$ cat config.mk
export PLATFORM = sky130hd
export DESIGN_NAME = lit_ram
export DESIGN_NICKNAME = d
export VERILOG_FILES = /design/src/hdl/lit_ram.sv
export SDC_FILE = /design/constraint.sdc
export NUM_CORES = 2
export LEC_CHECK = 0
export BUFFER_PORTS_ARGS = -buffer_cell sky130_fd_sc_hd__buf_2
export CAP_MARGIN = 10
export CORE_MARGIN = 2
export CORE_UTILIZATION = 30
export CTS_CLUSTER_DIAMETER = 40
export CTS_CLUSTER_SIZE = 28
export DETAILED_ROUTE_END_ITERATION = 10
export HOLD_SLACK_MARGIN = 0.03
export PLACE_DENSITY = 0.48
export SYNTH_ARGS = -nofsm -noshare
export SYNTH_HDL_FRONTEND = slang
export SYNTH_SLANG_ARGS = --single-unit
$ cat constraint.sdc
create_clock -name clock -period 5.2 [get_ports clock]
set_input_delay 0.26 -clock clock [delete_from_list [all_inputs] [get_ports clock]]
set_output_delay 0.26 -clock clock [all_outputs]
set_load 0.01 [all_outputs]
$ cat src/hdl/lit_ram.sv
// Generic single-port-write, single-port-read RAM with a registered read.
// Depends on nothing.
module lit_ram #(
   parameter int WIDTH = 8,
   parameter int DEPTH = 256
) (
   input  logic                     clock,
   input  logic                     wr_en,
   input  logic [$clog2(DEPTH)-1:0] wr_addr,
   input  logic [WIDTH-1:0]         wr_data,
   input  logic [$clog2(DEPTH)-1:0] rd_addr,
   output logic [WIDTH-1:0]         rd_data
);

   logic [WIDTH-1:0] mem_ff [DEPTH];
   logic [WIDTH-1:0] rd_data_ff;

   always_ff @(posedge clock) begin
      if (wr_en) begin
         mem_ff[wr_addr] <= wr_data;
      end
      rd_data_ff <= mem_ff[rd_addr];
   end

   assign rd_data = rd_data_ff;

endmodule

# Yosys cells after proc, flatten, opt, wreduce, memory -nomap -nowiden
# Memories as Yosys holds them, arrays and structs flattened. A register that Yosys moved wholly into a read port is not among the register bits.
# Index checks and enable logic that the tools add are counted.
# op_classes
mux,2
# op_table
op,count
$mux W1,2
# totals
mem_bits_rw,2048
n_memories,1
inputBits,26
register_bits,0
out_inout_bits,8
elab_cells,3
# memory_table
name,depth,width,read_ports,rd_clocked_by_memory_dff,write_ports,line_no,source
mem_ff,256,8,1,1,1,15,logic [WIDTH-1:0] mem_ff [DEPTH];

# Longest topological paths before layout
# depth
word_depth,2
depth_mapped,11
ltp_nobuf,6

# Worst setup path after synthesis
# OpenSTA, ideal clock, no wires.
# synth_timing
path_type,input port to flip-flop
start,input port rd_addr[0]
end,"register rd_data_ff[2] (netlist: rd_data[2]), read port of mem_ff"
stages,9
arrival_time_ps,2067
setup_time_ps,131
path_buffers,4
slack_ps,3002
t_required_ps,5069
path_cell_list,buf_6 > buf_12 > buf_8 > buf_2 > mux4_2 > a22oi_1 > a21oi_1 > nor4_1 > nor4_2
# synth_lines
element,line_no,source
start: declaration,11,"input logic [$clog2(DEPTH)-1:0] rd_addr,"
end: declaration,16,logic [WIDTH-1:0] rd_data_ff;

==> flow_summary.toml <==
[outcome]
outcome = "finished clean"

[logic_synthesis]
synth_commonest_cells = "2048 x edfxtp_1, 454 x mux4_2, 282 x nor2_1, 134 x mux2i_1, 133 x a22oi_1"
syn-num-nets = 3759
ys_seq_area_share_pct = 77.5
synth_edf_count = 2048
synth_top_area_share_pct = 77.3
synth_cell_type_count = 55
synth_area_leaders = "edfxtp_1 77%, mux4_2 13%, mux2i_1 1.7%, nor2_1 1.3%, a22oi_1 1.3%"
avgSynthCellArea_um2 = 21.3
ys.flop_type = "edfxtp_1"
syn_area_um2 = 79600
ys_ff_latch = 2056
ys_async_sr_fraction_pct = 0
yosys_warnings = 0
synth_top_cell_by_area = "edfxtp_1"
yosys.cell_count.top_type = "edfxtp_1"
synth_cells = 3733

[worst_setup_path]
worstPathRequired_ns = 5.96
reg2reg_depth = 6
r2r_slack_ns = 2.29
cp_max_fo = 31
r2r-start = "mem_ff[27][5]"
crit_arrival_ns = 3.76
cp-start-kind = "primary input"
worstSetupPathType = "primary input to flop"
rr_endpoint = "rd_data[5]"
crit_path_end_kind = "flop"

[detailed_routing]
drtAntennaViolNets = 0
routed_via_density = 5.07
vias = 39443
wl_per_cell_um = 28.9
drc = 0
dr.pass1.iters = 5
dr.first_iter.drc_count = 4186
routed_wl_um = 224000

[sta]
slew-limit-headroom_pct = 16.0
setup_viol = 0
whs_ns = 0.132
tightest_slew_ns = 1.25
maxSlewViolCount = 0
max_freq_ghz = 0.333
finalHoldViolCount = 0
min_period_ns = 3.01
grt_setup_unrepaired = "false"
finClkSkew_ns = 0.0516
tns_ns = 0
finalCritPeriodShare_pct = 57.8

[power_and_ir_drop]
switching_share_pct = 22.0
pwr-share-seq_pct = 43.7
ir_drop_mv = 0.285
p_int_mw = 32.7
clockPowerShare_pct = 52.1
p_switching_mw = 9.23
p_leak_nw = 29.5
powerDensity_nw_per_um2 = 440
combPwrFrac_pct = 4.1

[placed_design]
place.gp.congestion = 0.806
dpl.cell_count = 7178
dp_hpwl_um = 137000
port_buffers = 33

[clocking]
cts.sinks = 2056
clkLatencyLatePin_ns = 0.92
cts_tree = "done"
postCtsResizedCells = 0
path_clk_slew_ns = 0.05
root_buffer = "clkbuf_16"
cts.path.max_buffers = 4
cts_inserted_buffers = 329
h-tree-depth = 5

[flow_run]
drv_cap = 0

[worst_hold_path]
holdPathEnd = "mem_ff[157][0]"
hold_start = "wr_addr[3]"
worstHoldPathType = "primary input to flop"
worstHoldPathCells = 3

[layout]
nets = 4015
fin_cells = 7776
drive_above_1_share_pct = 27.3
syn_to_final_growth_pct = 19.7
final_core_util_pct = 36.0

[floorplanning]
start_util_pct = 30.1
rows = 189
dieWidth_um = 519
io_pins = 34
die_h_um = 519
die-area_um2 = 269000
core_um2 = 264000

[global_routing]
antenna_found_initial = 20
grt_usage_pct = 16.5
grt.overflow.total = 0
grt_pass1_vias = 40435
grt_max_degree = 184
grt_pass1_wl_um = 317000
-- cell families (layout without fill, tap and decap cells) --
group                  Yosys count  count (layout)  synth area share (%)
DFF                           2056            2056                  77.5
muxes                          591             591                  14.6
and+or+nand+nor                466             466                  2.63
other                            0               6                     0
AOI/OAI and AO/OA              385             385                  3.42
buffers and inverters          235             739                  1.83
-- layout by cell type, fill, tap and decap left out, types with 22 or more instances in the layout --
master | Yosys | routed
a21oi_1 | 96 | 96
a22oi_1 | 133 | 133
buf_12 | 8 | 22
buf_4 | 27 | 91
bufinv_16 | 0 | 36
clkbuf_16 | 0 | 339
clkinv_1 | 1 | 27
clkinv_2 | 0 | 28
clkinv_4 | 0 | 33
clkinvlp_4 | 0 | 35
edfxtp_1 | 2048 | 2048
inv_6 | 0 | 38
mux2i_1 | 134 | 134
mux4_2 | 454 | 454
nand2_1 | 33 | 33
nand3_1 | 34 | 28
nor2_1 | 282 | 279
nor2b_1 | 31 | 28
nor3_1 | 22 | 22
nor4_1 | 24 | 24
o221ai_1 | 46 | 46
o22ai_1 | 28 | 28
-- timing repair --
item	CTS	global route
hold buffers	13	0
buffers inserted	0	0
endpoints found under the setup margin	0	0
hold endpoints to repair	780	0
-- per-layer routing --
layer	vias to the layer above	part of all wire, %	global-route usage [%]
li1	16340	-	-
met1	21468	44	22.8
met2	1289	48	26.6
met3	346	5.5	2.77
met4	0	2.7	4.87
met5	-	0	0
-- power groups by stage --
stage          Clock [mW]  Combinational (mW)  Sequential, mW
5_1_grt              22.9                1.84            18.3
4_1_cts              22.2                1.77            18.3
3_5_place_dp            0                1.76            18.7
6_report             21.9                1.74            18.3
2_1_floorplan           0               0.887            18.6
3_3_place_gp            0                1.75            18.7
-- layout make-up --
| class | instances | area (µm²) |
|---|---|---|
| Fill cell | 24446 | 169000 |
| Sequential cell | 2056 | 61700 |
| Multi-Input combinational cell | 1442 | 16500 |
| Clock buffer | 361 | 8580 |
| Tap cell | 3533 | 4420 |
| Clock inverter | 218 | 2470 |
| Timing Repair Buffer | 158 | 1540 |
| Antenna cell | 6 | 15.0 |
| Inverter | 2 | 7.51 |
-- critical path, stage by stage --
cell      delay (ns)
buf_8           0.42
buf_12          0.34
buf_4           0.31
mux4_2          0.58
a221oi_1        0.74
o221ai_1        0.31
a211oi_1        0.58
nor4_1          0.11
-- sequential cells by signal (all words and copies together), names as in the netlist --
signal and cells:
mem_ff 2048, rd_data 8
-- stage by stage --
stage,power [mW],area [µm²],worst slack [ns]
after CTS,42.3,95200,2.13
after floorplan,19.5,79600,3.00
final,41.9,95200,2.19
after global routing,43.1,95200,2.10
after global placement,20.4,84000,1.27
after detailed placement,20.4,84000,1.17
-- worst max path at each step --
stage / start / endpoint / slack [ns] / depth (start not counted)
finish: rd_addr[0] / rd_data[5] / 2.19 / 8
global route: rd_addr[0] / rd_data[5] / 2.10 / 8
CTS: rd_addr[0] / rd_data[5] / 2.13 / 8
detailed placement: rd_addr[0] / rd_data[5] / 1.17 / 8
global placement: rd_addr[0] / rd_data[5] / 1.27 / 8
floorplan: rd_addr[0] / rd_data[2] / 3.00 / 9
No activity file was read; power rests on OpenSTA's default activity.
